## src/rtl/rdse_pkg.sv

```systemverilog
package rdse_pkg;

    localparam int DIGIT_W = 6;

    localparam logic [7:0] ASCII_ZERO        = 8'h30;
    localparam logic [7:0] ASCII_LETTER_BASE = 8'h57;  // 'a' - 10
    localparam logic [7:0] ASCII_MINUS       = 8'h2d;
    localparam logic [DIGIT_W-1:0] DECIMAL_LIMIT = 6'd10;
    localparam logic [DIGIT_W-1:0] MIN_BASE      = 6'd2;
    localparam logic [DIGIT_W-1:0] MAX_BASE      = 6'd36;

    typedef struct packed {
        logic [31:0]        value;
        logic [DIGIT_W-1:0] base;
        logic               signed_mode;
    } item_beat_t;

    typedef struct packed {
        logic [7:0] character;
        logic       last;
    } text_beat_t;

    typedef struct packed {
        logic push;
        logic pop;
    } stack_ctrl_t;

    typedef enum logic [1:0] {
        ST_IDLE,
        ST_DIVIDE,
        ST_EMIT_SIGN,
        ST_EMIT
    } state_t;

    function automatic logic [7:0] digit_to_ascii(input logic [DIGIT_W-1:0] dgt);
        logic [7:0] ext;
        ext = {2'b00, dgt};
        if (dgt < DECIMAL_LIMIT)
            return ASCII_ZERO + ext;
        else
            return ASCII_LETTER_BASE + ext;
    endfunction

endpackage

```

## src/rtl/rdse_digit_stack.sv

```systemverilog
// LIFO built as a shift line: push shifts toward the deep end, pop shifts back.
module rdse_digit_stack #(
    parameter int DEPTH = 32
) (
    input  logic                         clk,
    input  rdse_pkg::stack_ctrl_t        ctrl,
    input  logic [rdse_pkg::DIGIT_W-1:0] push_digit,
    output logic [rdse_pkg::DIGIT_W-1:0] top_digit
);

    logic [rdse_pkg::DIGIT_W-1:0] stack_reg [DEPTH];

    always_ff @(posedge clk)
    begin
        if (ctrl.push)
        begin
            stack_reg[0] <= push_digit;
            for (int i = 1; i < DEPTH; i++)
            begin
                stack_reg[i] <= stack_reg[i-1];
            end
        end
        else if (ctrl.pop)
        begin
            for (int i = 0; i < DEPTH - 1; i++)
            begin
                stack_reg[i] <= stack_reg[i+1];
            end
        end
    end

    assign top_digit = stack_reg[0];

endmodule

```

## src/rtl/radix_digit_string_emitter.sv

```systemverilog
// Converts one value per input beat into ASCII digits in base 2..36, most
// significant first, with a leading '-' for negatives in signed mode and last
// set on the final character. Digits come from a bit-serial restoring divider
// that retires one quotient bit per cycle; digits are pushed on a LIFO and then
// popped out at one character per cycle while the output is not stalled. A new
// item is taken once the last character of the previous one sits in the output
// register.
module radix_digit_string_emitter #(
    parameter int VALUE_BITS = 32
) (
    input  logic                 clk,
    input  logic                 rst_n,
    input  logic                 item_valid,
    output logic                 item_stall,
    input  rdse_pkg::item_beat_t item_data,
    output logic                 text_valid,
    input  logic                 text_stall,
    output rdse_pkg::text_beat_t text_data
);

    localparam int W       = VALUE_BITS;
    localparam int IN_W    = (W < 32) ? W : 32;
    localparam int CNT_W   = $clog2(W);
    localparam int DEPTH_W = $clog2(W + 1);
    localparam int DG_W    = rdse_pkg::DIGIT_W;
    localparam logic [CNT_W-1:0]   LAST_BIT  = CNT_W'(W - 1);
    localparam logic [DEPTH_W-1:0] DEPTH_ONE = DEPTH_W'(1);

    rdse_pkg::state_t     state_reg, state_next;
    logic [W-1:0]         num_reg, num_next;
    logic [DG_W-1:0]      rem_reg, rem_next;
    logic [DG_W-1:0]      base_reg, base_next;
    logic [CNT_W-1:0]     bit_cnt_reg, bit_cnt_next;
    logic [DEPTH_W-1:0]   depth_reg, depth_next;
    logic                 qnz_reg, qnz_next;
    logic                 neg_reg, neg_next;
    logic                 out_valid_reg, out_valid_next;
    rdse_pkg::text_beat_t out_data_reg, out_data_next;

    rdse_pkg::stack_ctrl_t stack_ctrl;
    logic [DG_W-1:0]       top_digit;

    logic [W-1:0]    in_val;
    logic            in_neg;
    logic [DG_W:0]   trial;
    logic [DG_W:0]   trial_sub;
    logic            ge;
    logic [DG_W-1:0] digit;
    logic            out_free;

    assign in_val    = W'(item_data.value[IN_W-1:0]);
    assign in_neg    = item_data.signed_mode & in_val[W-1];
    assign trial     = {rem_reg, num_reg[W-1]};
    assign ge        = trial >= {1'b0, base_reg};
    assign trial_sub = ge ? (trial - {1'b0, base_reg}) : trial;
    assign digit     = trial_sub[DG_W-1:0];
    assign out_free  = !out_valid_reg || !text_stall;

    always_comb
    begin
        state_next     = state_reg;
        num_next       = num_reg;
        rem_next       = rem_reg;
        base_next      = base_reg;
        bit_cnt_next   = bit_cnt_reg;
        depth_next     = depth_reg;
        qnz_next       = qnz_reg;
        neg_next       = neg_reg;
        out_valid_next = out_valid_reg && text_stall;
        out_data_next  = out_data_reg;
        stack_ctrl     = '0;

        case (state_reg)
            rdse_pkg::ST_IDLE:
            begin
                if (item_valid)
                begin
                    num_next     = in_neg ? (~in_val + W'(1)) : in_val;
                    neg_next     = in_neg;
                    rem_next     = '0;
                    bit_cnt_next = '0;
                    depth_next   = '0;
                    qnz_next     = 1'b0;
                    if (item_data.base < rdse_pkg::MIN_BASE)
                        base_next = rdse_pkg::MIN_BASE;
                    else if (item_data.base > rdse_pkg::MAX_BASE)
                        base_next = rdse_pkg::MAX_BASE;
                    else
                        base_next = item_data.base;
                    state_next = rdse_pkg::ST_DIVIDE;
                end
            end

            rdse_pkg::ST_DIVIDE:
            begin
                // quotient bits rotate in at the bottom as dividend bits leave the top
                num_next     = {num_reg[W-2:0], ge};
                rem_next     = digit;
                bit_cnt_next = bit_cnt_reg + CNT_W'(1);
                qnz_next     = qnz_reg | ge;
                if (bit_cnt_reg == LAST_BIT)
                begin
                    stack_ctrl.push = 1'b1;
                    depth_next      = depth_reg + DEPTH_ONE;
                    rem_next        = '0;
                    bit_cnt_next    = '0;
                    qnz_next        = 1'b0;
                    if (!(qnz_reg | ge))
                        state_next = neg_reg ? rdse_pkg::ST_EMIT_SIGN : rdse_pkg::ST_EMIT;
                end
            end

            rdse_pkg::ST_EMIT_SIGN:
            begin
                if (out_free)
                begin
                    out_valid_next          = 1'b1;
                    out_data_next.character = rdse_pkg::ASCII_MINUS;
                    out_data_next.last      = 1'b0;
                    state_next              = rdse_pkg::ST_EMIT;
                end
            end

            rdse_pkg::ST_EMIT:
            begin
                if (out_free)
                begin
                    out_valid_next          = 1'b1;
                    out_data_next.character = rdse_pkg::digit_to_ascii(top_digit);
                    out_data_next.last      = (depth_reg == DEPTH_ONE);
                    stack_ctrl.pop          = 1'b1;
                    depth_next              = depth_reg - DEPTH_ONE;
                    if (depth_reg == DEPTH_ONE)
                        state_next = rdse_pkg::ST_IDLE;
                end
            end

            default:
            begin
                state_next = rdse_pkg::ST_IDLE;
            end
        endcase
    end

    always_ff @(posedge clk or negedge rst_n)
    begin
        if (!rst_n)
        begin
            state_reg     <= rdse_pkg::ST_IDLE;
            bit_cnt_reg   <= '0;
            depth_reg     <= '0;
            out_valid_reg <= 1'b0;
        end
        else
        begin
            state_reg     <= state_next;
            bit_cnt_reg   <= bit_cnt_next;
            depth_reg     <= depth_next;
            out_valid_reg <= out_valid_next;
        end
    end

    always_ff @(posedge clk)
    begin
        num_reg      <= num_next;
        rem_reg      <= rem_next;
        base_reg     <= base_next;
        qnz_reg      <= qnz_next;
        neg_reg      <= neg_next;
        out_data_reg <= out_data_next;
    end

    rdse_digit_stack #(
        .DEPTH (W)
    ) u_stack (
        .clk        (clk),
        .ctrl       (stack_ctrl),
        .push_digit (digit),
        .top_digit  (top_digit)
    );

    assign item_stall = (state_reg != rdse_pkg::ST_IDLE);
    assign text_valid = out_valid_reg;
    assign text_data  = out_data_reg;

endmodule

```

## config.mk

```make
export PLATFORM = sky130hd
export DESIGN_NAME = radix_digit_string_emitter
export DESIGN_NICKNAME = d
export VERILOG_FILES = /design/src/rtl/rdse_pkg.sv /design/src/rtl/rdse_digit_stack.sv /design/src/rtl/radix_digit_string_emitter.sv
export SDC_FILE = /design/constraint.sdc
export NUM_CORES = 1
export LEC_CHECK = 0
export BUFFER_PORTS_ARGS = -buffer_cell sky130_fd_sc_hd__buf_2
export CAP_MARGIN = 20
export CORE_ASPECT_RATIO = 0.8
export CORE_MARGIN = 4
export CORE_UTILIZATION = 32
export DETAILED_ROUTE_END_ITERATION = 6
export PLACE_DENSITY = 0.57
export SLEW_MARGIN = 20
export SYNTH_ARGS = -nofsm -noshare
export SYNTH_HDL_FRONTEND = slang
export SYNTH_SLANG_ARGS = --single-unit
```

## constraint.sdc

```tcl
create_clock -name clk -period 8.1 [get_ports clk]
set_input_delay 1.215 -clock clk [delete_from_list [all_inputs] [get_ports clk]]
set_output_delay 1.215 -clock clk [all_outputs]
set_load 0.02 [all_outputs]
```

### Yosys cells after proc, flatten, opt, wreduce, memory -nomap -nowiden

Memory sizes are Yosys's and may differ from the RTL's.
Index checks and enable logic that the tools add are counted.

| storage, ports and cells | value |
|---|---|
| register bits after elaboration | 69 |
| output and inout port bits | 11 |
| memories kept | 1 |
| bits in writable memories | 192 |
| logic and storage cells | 156 |
| input port bits | 43 |

Memories:

| memory | words | width | read ports | clocked after Yosys merged registers in | write ports | line | text |
|---|---|---|---|---|---|---|---|
| u_stack.stack_reg | 32 | 6 | 32 | 0 | 32 | rdse_digit_stack.sv:11 | `logic [rdse_pkg::DIGIT_W-1:0] stack_reg [DEPTH];` |

| cells by class | value |
|---|---|
| $add $sub $neg | 7 |
| mux-type cells | 71 |
| magnitude comparators | 4 |
| bitwise logic cells | 34 |
| eq/ne operators | 11 |
| reductions and logical operators | 16 |

Operators by type and width:

| kind | number |
|---|---|
| 6-bit 2-to-1 mux | 37 |
| 32-bit 2-to-1 mux | 2 |
| 32-bit one-hot mux with 2 select lines | 1 |
| 32-bit by 1-bit adder with 32-bit output, second input constant | 1 |
| 32-bit inverter | 1 |
| 1-bit bitwise OR | 32 |
| 9-bit 2-to-1 mux | 2 |
| 6-bit one-hot mux with 3 select lines | 1 |
| 9-bit one-hot mux with 2 select lines | 1 |
| 1-bit 2-to-1 mux | 14 |
| 2-bit 2-to-1 mux | 6 |
| 2-bit != test, second input constant | 6 |
| 6-bit one-hot mux with 2 select lines | 1 |
| 5-bit 2-to-1 mux | 2 |
| 5-bit one-hot mux with 2 select lines | 1 |
| 7-bit by 6-bit adder with 8-bit output, first input constant | 1 |
| 8-bit 2-to-1 mux | 1 |
| 2-bit one-hot mux with 4 select lines | 1 |
| 6-bit by 6-bit adder with 7-bit output, first input constant | 1 |
| 7-bit by 6-bit >= comparator with 1-bit output | 1 |
| 6-bit by 1-bit adder with 6-bit output, second input constant | 1 |
| 6-bit by 1-bit == test with 1-bit output, second input constant | 1 |
| 6-bit greater-than comparator, second input constant | 1 |
| 6-bit by 2-bit less-than comparator with 1-bit output, second input constant | 1 |
| other kinds (20) | 26 |

### Longest topological paths before layout

| logic depth | value |
|---|---|
| word-level depth | 8 |
| gate-level depth with buffers | 10 |
| depth with buffers taken out | 8 |

### Modules after synthesis

From an unflattened synthesis, not the netlist that was laid out.

| unflattened totals | value |
|---|---|
| cells, all modules | 862 |
| area, all modules | 12574.6 um2 |

Modules (own cells, without submodules):

| module | instances | cells an instance | area each (um2) | sequential area each (um2) |
|---|---|---|---|---|
| rdse_digit_stack | 1 | 407 | 8130.3 | 5765.5 |
| radix_digit_string_emitter | 1 | 455 | 4444.3 | 2001.9 |

### Least setup slack after synthesis

Ideal clock, no wire load.

| timing | value |
|---|---|
| path type | reg2reg |
| start point | register bit_cnt_reg[0] |
| end point | memory u_stack.stack_reg[0][0] in the netlist's numbering, enable pin |
| cell stages (with the launch flop) | 7 |
| data arrival time | 4700 ps |
| buffers on the path | 1 |
| setup time | 1492 ps |
| data required time | 6608 ps |
| period minus slack after synthesis | 6192 ps |
| slack | 1908 ps |
| cells stage by stage | dfrtp_1 > ha_1 > and3_1 > ha_1 > nand2_1 > clkbuf_1 > nand2_1 |

RTL lines:

| item | line | text |
|---|---|---|
| start: declaration | radix_digit_string_emitter.sv:33 | `logic [CNT_W-1:0] bit_cnt_reg, bit_cnt_next;` |
| start signal: assignment | radix_digit_string_emitter.sv:157 | `bit_cnt_reg <= bit_cnt_next;` |
| end: declaration | rdse_digit_stack.sv:11 |  |

==> metrics.txt <==
asr flop ratio synth 0.0536; fin worst setup slack 3.29 ns; Avg Inst Size Synth 11.6 um2; IO Port Bufs 53; CP max stage delay 0.97 ns; Max Clock Skew 0.00818 ns; router iterations before antenna repair 5; NetSw 1.75 mW; number of synthesized flops with an enable pin 247; routability cong. 0.771; Min Hold Slack 0.445 ns; Non-Filler Instances 1627; routed len/inst 13.9 um; crit path from bit_cnt_reg[0]; CP startpoint kind register; CTS tree done; final setup fails 0; final count of pins violating max slew 0; initial antenna violation count 0; crit-path cells ha_1, and3_1, ha_1, nand2_2, clkinv_2, nor2_4, buf_4, nand2_1, o21ai_0; library cells used by synthesis 65; Setup WS pre-CTS 3.64 ns; Largest register FFs 192; biggest area consumer among synthesized cells edfxtp_1; Ports 54; P_int 3.38 mW; ranking of synthesized cells by area edfxtp_1 60%, nand2_1 11%, mux2_2 7.7%; crit-path max FO 75; Max stage delay cell, worst path clkinv_2; Top delay family on crit path simple AND/OR/NAND/NOR gates; Initial Util 0.324; hpwl dp 14.1 mm; Starting DRT DRC Count 636; worst path required time 8.48 ns; final instance area 14000 um2; CTS Root Cell clkbuf_16; Main synth FF type edfxtp_1; DR DRC count 0; Syn Inst Count 1072; actual slew at the worst max-slew pin 1.09 ns; syn_nets 1137; DIE AREA 42000 um2; Tmin final 4.81 ns; Gate power share 0.300; commonest non-fill, non-tap cell in the layout nand2_1; CP arrival 5.19 ns; Vias 7735; number of diodes 0; worst min-delay path startpoint u_stack.stack_reg[0][185]; number of synthesis warnings 0; CTS sink cnt 261; status finished clean; htree depth 1; critical path class register to register; number of global-route vias before repair 7439; CORE AREA 38300 um2; final net count 1176; sw frac 0.341; drt via density 4.75; RSZ-0062 raised after global routing no; clk buf depth 3; Power Density 365 nW/um2; # hold bufs at CTS 0; setup bufs post-CTS 0; Seq/Total Area, Yosys 0.625; number of routed nets with antenna violations 0; fin util 0.367; max cap viols 0; WP buf/inv 2; clock latency on the worst-skew pair 0.54 ns; clock power share 0.238; area delta synth->final 13.1%; commonest cells after routing, fill and taps aside 355 x nand2_1, 247 x edfxtp_1, 85 x mux2_2; synthesized area 12400 um2; grt ovf 0; placed cell count 1577; sequential power share 0.462; final period utilization 0.594; # resized after CTS 0; pin count of the biggest net entering global routing 109; most frequent CP cell ha_1; first-pass GRT wire length 37.2 mm; Seq cells post-synth 261; Max Freq 208 MHz; layout cells sized above 1 0.173; setup TNS 0 ns; Pwr Total 5.13 mW; Num CTS Buffers 27; Hold Fails Final Rpt 0; Post-DP Area 13200 um2; FP Rows 64; Synth top area share 0.597; die height 184 um; Hold Path Class register to register; DIE WIDTH 228 um; Reg clk slew, reported paths 0.06 ns; kind of end point of the critical path register; Max transition margin 0.272; GRT Total Usage 0.104; RR Startpoint bit_cnt_reg[0]; Routed Wire Length 22.7 mm; leak pwr 4.87 nW; worst vdd ir 0.180 mV
==> cell type report <==
class / count / area [um2]
clock buffer: 39 / 731
clock inverter: 11 / 129
fill: 3716 / 24200
inverter: 28 / 106
multi-input combinational: 734 / 4370
sequential: 261 / 7770
tap: 495 / 619
timing repair buffer: 59 / 314
==> synth_stat cells, drive strengths merged (2+ instances only) <==
master  instances
o31a            2
nor2b           8
nor4            4
nor2           36
a21o            5
buf            11
o211ai          3
nand4b          4
a211oi          3
and2            5
or3             7
clkbuf         37
nand2b          8
a32o            2
edfxtp        247
xnor2          27
a31oi          15
a21oi          15
a41oi           2
inv            27
mux2           85
o21ai          48
xor2            8
nor3b           4
o211a           2
dfrtp          14
o41ai           2
and3            2
o31ai           4
a221o           3
ha             21
or4             5
nand3          10
mux2i           6
nor3           15
nand2         358
==> worst register-to-register path, stage by stage (launching register included) <==
cell and delay, ns:
dfrtp_1 0.40, ha_1 0.24, and3_1 0.19, ha_1 0.21, nand2_2 0.69, clkinv_2 1.00
nor2_4 0.93, buf_4 0.73, nand2_1 0.15, o21ai_0 0.10
==> power by group through the flow <==
stage	Combinational (mW)	Clock [mW]	Sequential, mW
after global placement	1.53	0	2.40
after floorplan	1.15	0	2.41
after global routing	1.76	1.32	2.41
after detailed placement	1.56	0	2.39
after CTS	1.57	1.26	2.37
final	1.54	1.22	2.37
==> logic make-up (layout without fill, tap and decap cells) <==
family                     after synthesis  count (layout)  synth area share
DFF                                    261             261             0.625
buffers and inverters                   77             137            0.0249
xor gates and xnor gates                35              35            0.0247
AOI/OAI and AO/OA                      117             117            0.0604
and+or+nand+nor                        468             468             0.159
adders and majority gates               23              23            0.0236
muxes                                   91              91            0.0819
==> routing by layer <==
| metal | vias up | GRT usage | routed length, um |
|---|---|---|---|
| met4 | 0 | 0.0255 | 404 |
| met5 | - | 0 | 0 |
| met2 | 96 | 0.161 | 9880 |
| met1 | 3747 | 0.153 | 11600 |
| li1 | 3862 | - | - |
| met3 | 30 | 0.0204 | 759 |
==> worst paths after layout <==
| check | to | slack [ns] | cells past startpoint |
|---|---|---|---|
| max in group asynchronous | depth_reg[4] | 7.25 | 1 |
| min in group asynchronous | depth_reg[2] | 0.59 | 1 |
| min | u_stack.stack_reg[0][191] | 0.45 | 0 |
| min reg2reg | u_stack.stack_reg[0][191] | 0.45 | 0 |
| max reg2reg | u_stack.stack_reg[0][6] | 3.29 | 9 |
| max | u_stack.stack_reg[0][6] | 3.29 | 9 |
Note: power is estimated with default switching activity, not from simulation.
